--- src/hw/rtl/ss_pkg.sv ---
`default_nettype none
package ss_pkg;

  // store depth and derived widths
  localparam int DEPTH = 16;
  localparam int IDX_W = $clog2(DEPTH);
  localparam int CNT_W = $clog2(DEPTH + 1);

  typedef struct packed {
    logic signed [31:0] sort_value;
    logic               is_last;
  } in_req_t;

  typedef struct packed {
    logic signed [31:0] sorted_value;
    logic               end_of_set;
    logic               overflowed;
  } out_req_t;

  // controller -> datapath
  typedef struct packed {
    logic store;      // accept one input element
    logic rd_pos;     // read store at current position
    logic take_pos;   // seed minimum with value at position
    logic rd_scan;    // read store at scan index
    logic compare;    // compare read data against running minimum
    logic emit;       // push minimum out, swap position value into its slot
  } ss_cmd_t;

  // datapath -> controller
  typedef struct packed {
    logic pos_last;   // position is the final element of the set
    logic scan_last;  // scan index is the final element of the set
    logic out_free;   // output register can take a new request
  } ss_sts_t;

endpackage
`default_nettype wire

--- src/hw/rtl/selection_sorter.sv ---
`default_nettype none
// Selection sorter. Signed 32-bit values are loaded one request per cycle
// into a DEPTH-entry store (16 by default); the request with is_last set
// closes the set. Requests beyond DEPTH are dropped, a closing one included,
// and every result of that set then carries overflowed. After the close the
// input stalls while the set is sorted in ascending order and streamed out:
// for each position the store is walked from that position on through its
// single registered read port, each entry read and then compared; the
// smallest value is sent out and the position's old value is written into
// the slot the smallest value came from. Output stall simply holds the
// walk. Ties keep the first value found. end_of_set marks the last result.
// Loading of the next set starts in the cycle after the last result enters
// the output register.
module selection_sorter (
  input  wire logic            clk,
  input  wire logic            rst_n,
  input  wire logic            in_valid,
  output logic                 in_stall,
  input  wire ss_pkg::in_req_t in_data,
  output logic                 out_valid,
  input  wire logic            out_stall,
  output ss_pkg::out_req_t     out_data
);
  import ss_pkg::*;

  ss_cmd_t cmd;
  ss_sts_t sts;

  // sequencing: load, seed, scan, emit
  ss_ctrl u_ctrl (
    .clk        (clk),
    .rst_n      (rst_n),
    .in_valid   (in_valid),
    .in_is_last (in_data.is_last),
    .in_stall   (in_stall),
    .cmd        (cmd),
    .sts        (sts)
  );

  // store, running minimum, counters and output register
  ss_dp u_dp (
    .clk       (clk),
    .rst_n     (rst_n),
    .cmd       (cmd),
    .sts       (sts),
    .in_data   (in_data),
    .out_valid (out_valid),
    .out_stall (out_stall),
    .out_data  (out_data)
  );

endmodule
`default_nettype wire

--- src/hw/rtl/ss_dp.sv ---
`default_nettype none
module ss_dp (
  input  wire logic            clk,
  input  wire logic            rst_n,
  input  wire ss_pkg::ss_cmd_t cmd,
  output ss_pkg::ss_sts_t      sts,
  input  wire ss_pkg::in_req_t in_data,
  output logic                 out_valid,
  input  wire logic            out_stall,
  output ss_pkg::out_req_t     out_data
);
  import ss_pkg::*;

  logic [31:0]       mem [DEPTH];
  logic [31:0]       rdata_r;
  logic [IDX_W-1:0]  raddr;
  logic              wen;
  logic [IDX_W-1:0]  waddr;
  logic [31:0]       wdata;

  logic [CNT_W-1:0]  count_r, count_nxt;
  logic              drop_r, drop_nxt;
  logic [IDX_W-1:0]  pos_r, pos_nxt;
  logic [IDX_W-1:0]  scan_r, scan_nxt;
  logic [IDX_W-1:0]  best_idx_r, best_idx_nxt;
  logic signed [31:0] best_val_r, best_val_nxt;
  logic [31:0]       pos_val_r, pos_val_nxt;
  logic              out_valid_r, out_valid_nxt;
  out_req_t          out_data_r, out_data_nxt;

  logic              has_room;
  logic              smaller;
  logic [CNT_W-1:0]  pos_p1;
  logic [CNT_W-1:0]  scan_p1;

  assign has_room = count_r < CNT_W'(DEPTH);
  assign smaller  = $signed(rdata_r) < best_val_r;
  assign pos_p1   = CNT_W'(pos_r) + CNT_W'(1);
  assign scan_p1  = CNT_W'(scan_r) + CNT_W'(1);

  assign sts.pos_last  = pos_p1 == count_r;
  assign sts.scan_last = scan_p1 == count_r;
  assign sts.out_free  = !out_valid_r || !out_stall;

  assign out_valid = out_valid_r;
  assign out_data  = out_data_r;

  // store write port: loading or swap-back
  always_comb begin
    wen   = 1'b0;
    waddr = best_idx_r;
    wdata = pos_val_r;
    if (cmd.store && has_room) begin
      wen   = 1'b1;
      waddr = count_r[IDX_W-1:0];
      wdata = in_data.sort_value;
    end else if (cmd.emit) begin
      wen = 1'b1;
    end
  end

  assign raddr = cmd.rd_scan ? scan_r : pos_r;

  always_ff @(posedge clk) begin
    if (wen) begin
      mem[waddr] <= wdata;
    end
    if (cmd.rd_pos || cmd.rd_scan) begin
      rdata_r <= mem[raddr];
    end
  end

  always_comb begin
    count_nxt     = count_r;
    drop_nxt      = drop_r;
    pos_nxt       = pos_r;
    scan_nxt      = scan_r;
    best_idx_nxt  = best_idx_r;
    best_val_nxt  = best_val_r;
    pos_val_nxt   = pos_val_r;
    out_data_nxt  = out_data_r;
    out_valid_nxt = out_valid_r && out_stall;

    if (cmd.store) begin
      if (has_room) begin
        count_nxt = count_r + CNT_W'(1);
      end else begin
        drop_nxt = 1'b1;
      end
    end

    if (cmd.take_pos) begin
      best_val_nxt = $signed(rdata_r);
      pos_val_nxt  = rdata_r;
      best_idx_nxt = pos_r;
      scan_nxt     = pos_p1[IDX_W-1:0];
    end

    if (cmd.compare) begin
      if (smaller) begin
        best_val_nxt = $signed(rdata_r);
        best_idx_nxt = scan_r;
      end
      scan_nxt = scan_p1[IDX_W-1:0];
    end

    if (cmd.emit) begin
      out_valid_nxt             = 1'b1;
      out_data_nxt.sorted_value = best_val_r;
      out_data_nxt.end_of_set   = sts.pos_last;
      out_data_nxt.overflowed   = drop_r;
      if (sts.pos_last) begin
        count_nxt = '0;
        drop_nxt  = 1'b0;
        pos_nxt   = '0;
      end else begin
        pos_nxt = pos_p1[IDX_W-1:0];
      end
    end
  end

  always_ff @(posedge clk) begin
    if (!rst_n) begin
      count_r     <= '0;
      drop_r      <= 1'b0;
      pos_r       <= '0;
      out_valid_r <= 1'b0;
    end else begin
      count_r     <= count_nxt;
      drop_r      <= drop_nxt;
      pos_r       <= pos_nxt;
      out_valid_r <= out_valid_nxt;
    end
  end

  always_ff @(posedge clk) begin
    scan_r     <= scan_nxt;
    best_idx_r <= best_idx_nxt;
    best_val_r <= best_val_nxt;
    pos_val_r  <= pos_val_nxt;
    out_data_r <= out_data_nxt;
  end

endmodule
`default_nettype wire

--- src/hw/rtl/ss_ctrl.sv ---
`default_nettype none
module ss_ctrl (
  input  wire logic            clk,
  input  wire logic            rst_n,
  input  wire logic            in_valid,
  input  wire logic            in_is_last,
  output logic                 in_stall,
  output ss_pkg::ss_cmd_t      cmd,
  input  wire ss_pkg::ss_sts_t sts
);
  import ss_pkg::*;

  localparam logic [2:0] ST_LOAD    = 3'd0;
  localparam logic [2:0] ST_PRIME   = 3'd1;
  localparam logic [2:0] ST_FETCH   = 3'd2;
  localparam logic [2:0] ST_ISSUE   = 3'd3;
  localparam logic [2:0] ST_COMPARE = 3'd4;
  localparam logic [2:0] ST_EMIT    = 3'd5;

  logic [2:0] state_r, state_nxt;
  logic       accept;

  assign in_stall = state_r != ST_LOAD;
  assign accept   = in_valid && !in_stall;

  always_comb begin
    state_nxt = state_r;
    cmd       = '0;
    unique case (state_r)
      ST_LOAD: begin
        if (accept) begin
          cmd.store = 1'b1;
          if (in_is_last) begin
            state_nxt = ST_PRIME;
          end
        end
      end
      ST_PRIME: begin
        cmd.rd_pos = 1'b1;
        state_nxt  = ST_FETCH;
      end
      ST_FETCH: begin
        cmd.take_pos = 1'b1;
        state_nxt    = sts.pos_last ? ST_EMIT : ST_ISSUE;
      end
      ST_ISSUE: begin
        cmd.rd_scan = 1'b1;
        state_nxt   = ST_COMPARE;
      end
      ST_COMPARE: begin
        cmd.compare = 1'b1;
        state_nxt   = sts.scan_last ? ST_EMIT : ST_ISSUE;
      end
      ST_EMIT: begin
        if (sts.out_free) begin
          cmd.emit  = 1'b1;
          state_nxt = sts.pos_last ? ST_LOAD : ST_PRIME;
        end
      end
      default: begin
        state_nxt = ST_LOAD;
      end
    endcase
  end

  always_ff @(posedge clk) begin
    if (!rst_n) begin
      state_r <= ST_LOAD;
    end else begin
      state_r <= state_nxt;
    end
  end

endmodule
`default_nettype wire
--- config.mk ---
export PLATFORM = sky130hd
export DESIGN_NAME = selection_sorter
export DESIGN_NICKNAME = d
export VERILOG_FILES = /design/src/hw/rtl/ss_pkg.sv /design/src/hw/rtl/selection_sorter.sv /design/src/hw/rtl/ss_dp.sv /design/src/hw/rtl/ss_ctrl.sv
export SDC_FILE = /design/constraint.sdc
export NUM_CORES = 1
export LEC_CHECK = 0
export ABC_AREA = 0
export BUFFER_PORTS_ARGS = -buffer_cell sky130_fd_sc_hd__buf_4
export CAP_MARGIN = 20
export CORE_MARGIN = 4
export CORE_UTILIZATION = 51
export CTS_BUF_LIST = sky130_fd_sc_hd__clkbuf_4 sky130_fd_sc_hd__clkbuf_8
export DETAILED_ROUTE_END_ITERATION = 8
export HOLD_SLACK_MARGIN = 0.12
export PLACE_DENSITY = 0.67
export REMOVE_ABC_BUFFERS = 1
export SYNTH_ARGS = -nofsm -noshare
export SYNTH_HDL_FRONTEND = slang
export SYNTH_SLANG_ARGS = --single-unit
--- constraint.sdc ---
create_clock -name clk -period 4.7 [get_ports clk]
set_input_delay 0.94 -clock clk [delete_from_list [all_inputs] [get_ports clk]]
set_output_delay 0.94 -clock clk [all_outputs]
set_load 0.03 [all_outputs]
Word level (Yosys, flattened, before mapping)
Memory sizes are Yosys's and may differ from the RTL's. A register that Yosys moved wholly into a read port is not among the register bits.
Cells that the tools add are included.
Cells by class
  add/subtract/negate cells: 3
  multiply operators: 0
  divide/modulo/power cells: 0
  order comparisons: 2
  eq/ne operators: 10
  shift-type cells: 0
  multiplexer cells: 40
  bitwise logic cells: 0
  reduce and logical (&&, ||, !) cells: 12
Operators with widths (count)
  $mux W32: 4
  $lt A32 B32 Y1: 1
  $mux W4: 8
  $mux W5: 4
  $mux W1: 18
  $pmux W3 S6: 1
  $mux W3: 5
  $add A4 B1 Y5 const B: 2
  $eq A5 B5 Y1: 2
  $eq A3 B2 Y1 const B: 2
  $eq A3 B3 Y1 const B: 2
  $add A5 B1 Y5 const B: 1
  $lt A5 B5 Y1 const B: 1
  $ne A2 B2 Y1 const B: 2
  $eq A3 B1 Y1 const B: 1
  $logic_and A1 B1 Y1: 3
  $logic_not A1 Y1: 3
  $logic_not A3 Y1: 1
  $reduce_and A3 Y1: 1
  $reduce_bool A3 Y1: 1
  $logic_or A1 B1 Y1: 2
  $ne A2 B1 Y1 const B: 1
  $reduce_bool A2 Y1: 1
Word-level totals
  register bits after elaboration: 120
  bits in latches: 0
  RAM bits: 512
  ROM bits: 0
  output and inout port bits: 36
  logic and storage cells: 80
  memories kept: 1
Memories
  u_dp.mem: depth 16, width 32, read ports 1, clocked after memory_dff 1, wr ports 1, line ss_dp.sv:14  | logic [31:0] mem [DEPTH];

Longest topological paths before layout
  depth in word-level cells: 9
  mapped depth: 10
  depth with buffers taken out: 9

Cells and area by module
A second synthesis with hierarchy kept.
Second synthesis, totals
  cell total of the unflattened synthesis: 1738
  area, all modules: 28147.0 sq um
Modules (own cells, without submodules)
  ss_dp: times used 1, cells an instance 1711, area each 27911.8 sq um
  ss_ctrl: times used 1, cells an instance 27, area each 235.2 sq um

Worst setup path after synthesis
Ideal clock, no wire load.
  path type: input -> register
  start: in out_stall
  end: mem u_dp.mem[11][0] (enable)
  arrival time: 3.702 ns
  data required time: 4.279 ns
  path slack: 0.577 ns
  cell stages on the path: 5
  path buffers: 0
  path through: nand2_1 -> nand3_1 -> inv_1 -> a31oi_1 -> nor2_1
RTL lines
  start, declared: line selection_sorter.sv:21  | input wire logic out_stall,
  end, declared: line ss_dp.sv:14

Worst setup path in the final report
  start: reg u_ctrl.state_r[0]
  end: mem u_dp.mem[8][23] (enable)
Between the ends
  longest elaborated chain between the ends: 9
RTL lines
  start, declared: line ss_ctrl.sv:20  | logic [2:0] state_r, state_nxt;
  start signal, assigned: line ss_ctrl.sv:70  | state_r <= state_nxt;
  $reduce_bool A3 Y1: line ss_ctrl.sv:23  | assign in_stall = state_r != ST_LOAD;
  $logic_not A1 Y1: line ss_ctrl.sv:24  | assign accept = in_valid && !in_stall;
  $logic_and A1 B1 Y1: line ss_ctrl.sv:24
  $mux W1: line ss_ctrl.sv:31  | if (accept) begin
  $mux W1: line ss_ctrl.sv:29  | unique case (state_r)
  $logic_and A1 B1 Y1: line ss_dp.sv:53  | if (cmd.store && has_room) begin
  $mux W1: line ss_dp.sv:53
  $mux W1: line ss_dp.sv:65  | if (wen) begin
  $mux W1 (not written as such): line ss_dp.sv:66  | mem[waddr] <= wdata;
Parallel ways exist; a longest one is shown, timed or not.

==> summary.md <==
| Metric | Value |
|---|---|
| Outcome | complete, no violations |
| Slew margin rel. | 0.319 |
| Setup-failing EPs final | 0 |
| Row cnt | slightly above 80 |
| Via count | around 14000 |
| Largest stage delay, worst path | approximately 0.80 ns |
| Critical Path Start Type | flip-flop |
| Setup Crit Path Kind | reg2reg |
| Leakage | ~10 nW |
| CTS tree | yes |
| Grt peak-use layer | met2 |
| Post-synthesis cell type count | just over 50 |
| Die X | 236 um |
| Post-CTS Setup Inserts | 0 |
| CTS Hold Bufs | 0 |
| Vias in the first global route | 14500 |
| Layout Utilization | 0.588 |
| Met1 Use GR | 0.298 |
| Multi-input gate area | ~6600 um^2 |
| Final nets | between 1500 and 2000 |
| Clk root buf | clkbuf_8 |
| Register bit total from synthesis | between 600 and 700 |
| Grt total ovfl | 0 |
| Non-Filler Instances | 2399 |
| Die area | 55500 um^2 |
| Pins Over Slew Limit | 0 |
| Max FO, Critical Path | 29 |
| Final hold violation count | 0 |
| Crit-path cells | or3_1 > nor3_2 > buf_4 > a31oi_1 > nor2_4 > buf_4 |
| Antenna violations before repair | 2 |
| DRC | 0 |
| 1st-iter DRT viols | 1300 |
| Slowest-stage cell, CP | nor2_4 |
| GP Congestion | approximately 0.81 |
| Maximum clock path buffer count | 3 |
| Post-route minimum period | approximately 3.4 ns |
| WP data required | 5.08 ns |
| Vias per cell | approximately 5.8 |
| Placed Cells | approximately 2200 |
| Post_cts resized | 0 |
| Final period util | 0.725 |
| GRT met3 Usage | 0.0465 |
| DPL Wire Length | between 30000 and 40000 um |
| Peak supply drop | between 150 and 200 uV |
| Number of buffers created by CTS | about 100 |
| Routed Antenna Nets | 0 |
| Post-synth ARST share | 0 |
| Io pins | 73 |
| Crit path DAT | about 3.8 ns |
| Most common cell after layout, fill and taps aside | edfxtp_1 |
| Post-synth top area share | 0.698 |
| Crit path capture type | flip-flop |
| Slew @ Worst Pin | around 1.0 ns |
| Hold WC Path Type | reg2reg |
| Post-synth EDFFs | approximately 600 |
| H-Tree Level Count | 3 |
| Cell count after synthesis | about 1500 |
| IO buf count | between 70 and 80 |
| RSZ-0062 raised after global routing | no |
| First-pass DRT Iterations | 7 |
| # clock sinks | 664 |
| Max Cap Violations | 0 |
| Share of layout cells above drive strength 1 | 0.266 |
| Fillers | 3830 |
| Commonest cells after routing, fill and taps aside | 614 x edfxtp_1, 214 x nand2_1, 128 x mux4_2 |
| Setup TNS | 0 ns |
| Synthesized area | ~26000 um^2 |
| Clk_lat worst skew | 0.69 ns |
| Power after layout | between 10 and 15 mW |
| Wire per inst | about 25 um |
| Synth area leaders | edfxtp_1 70%, mux4_2 11%, dfxtp_1 3.8%, nand2_1 3.0%, ha_1 1.6% |
| Post-Route WL | 58900 um |
| First-pass GRT wire length | between 80000 and 90000 um |
| Skew final | 0.0287 ns |
| Max Fclk | between 200 and 300 MHz |
| Post-synthesis average cell area | approximately 18 um^2 |
| Met2 Use GR | 0.340 |
| Die Ht | 236 um |
| CTS clock-pin slew for the worst setup and hold paths | about 0.060 ns |
| Overall Global Routing Usage | 0.213 |
| Core area | 51300 um^2 |
| Post-synth top flop | edfxtp_1 |
| Largest net degree at the start of global routing | 129 |
| Hold_ws | 0.429 ns |
| Most used cell, CP | buf_4 |
| Starting density of the core | 0.515 |
| Layout area overhead | 14.3% |
| Area occupied by registers | 19400 um^2 |
| Yosys warns | 0 |
| Register area share after synthesis | 0.736 |
| Synth area leader | edfxtp_1 |
| PD cells | about 450 nW/um^2 |
==> sequential cells by signal (all words and copies together), names as in the netlist <==
signal           cells
u_dp.best_val_r     32
u_dp.out_valid       1
u_dp.scan_r          4
u_dp.mem           512
u_dp.count_r         5
u_dp.pos_r           4
u_dp.out_data       34
u_dp.best_idx_r      4
u_dp.drop_r          1
u_dp.rdata_r        32
u_dp.pos_val_r      32
u_ctrl.state_r       3
==> synth_stat cells, drive strengths merged (2+ instances only) <==
library cell	count
a2111oi	2
a211oi	37
a21boi	3
a21oi	19
a31oi	39
and2	32
buf	34
clkbuf	37
dfxtp	50
edfxtp	614
ha	34
inv	38
mux2	42
mux2i	6
mux4	128
nand2	215
nand2b	3
nand3	5
nand4	7
nor2	39
nor2b	8
nor3	8
nor3b	4
o21a	2
o21ai	39
or3	3
xnor2	9
xor2	7
==> path summary, 6_finish.rpt <==
check,depth (start not counted),slack [ns],endpoint,startpoint
worst min register to register,0,0.43,u_dp.out_data[18],u_dp.best_val_r[16]
worst min-delay path,0,0.43,u_dp.out_data[18],u_dp.best_val_r[16]
worst max register to register,6,1.29,u_dp.mem[8][23],u_ctrl.state_r[0]
worst max-delay path,6,1.29,u_dp.mem[8][23],u_ctrl.state_r[0]
==> cell type report <==
type                            instances  area share
Tap cell                              680      0.0282
Antenna cell                            1   0.0000829
Inverter                               38     0.00473
Sequential cell                       664       0.644
Clock buffer                          145      0.0591
Clock inverter                         49      0.0112
Timing Repair Buffer                  120      0.0352
Multi-Input combinational cell        702       0.217
==> routing by layer <==
metal | wire [um] | up-vias
li1 | - | 6113
met1 | 24800 | 7109
met2 | 28300 | 500
met3 | 4470 | 94
met4 | 1310 | 2
met5 | 13 | -
==> where the power goes <==
part | internal, mW | total [mW] | switching (mW) | leakage (nW)
Sequential | 7.02 | 7.18 | 0.165 | 5.98
Clock | 2.68 | 4.88 | 2.21 | 1.10
Combinational | 0.535 | 1.49 | 0.954 | 3.32
==> stage by stage <==
stage	setup slack (ns)	area (um^2)
after floorplan	-4.68	26000
after global placement	1.24	28100
after detailed placement	1.13	28100
after CTS	1.26	30200
after global routing	1.08	30200
final	1.29	30200
==> critical path, delay by kind of cell, from the launching register on <==
kind | cells | cell delay, ns
flops | 1 | 0.45
compound gates | 1 | 0.42
buf+inv | 2 | 0.72
simple gates | 3 | 1.49
==> kinds of logic (layout without fill, tap and decap cells) <==
kind of cell,after synthesis,after routing,share of synthesized area
buf+inv,109,352,0.0225
xor+xnor,16,16,0.00531
other cells,0,1,0
flops,664,664,0.736
compound gates,148,148,0.0365
mux,176,176,0.129
simple gates,328,328,0.0540
fa+ha+maj,34,34,0.0161
Power figures use the tool's default switching activity.
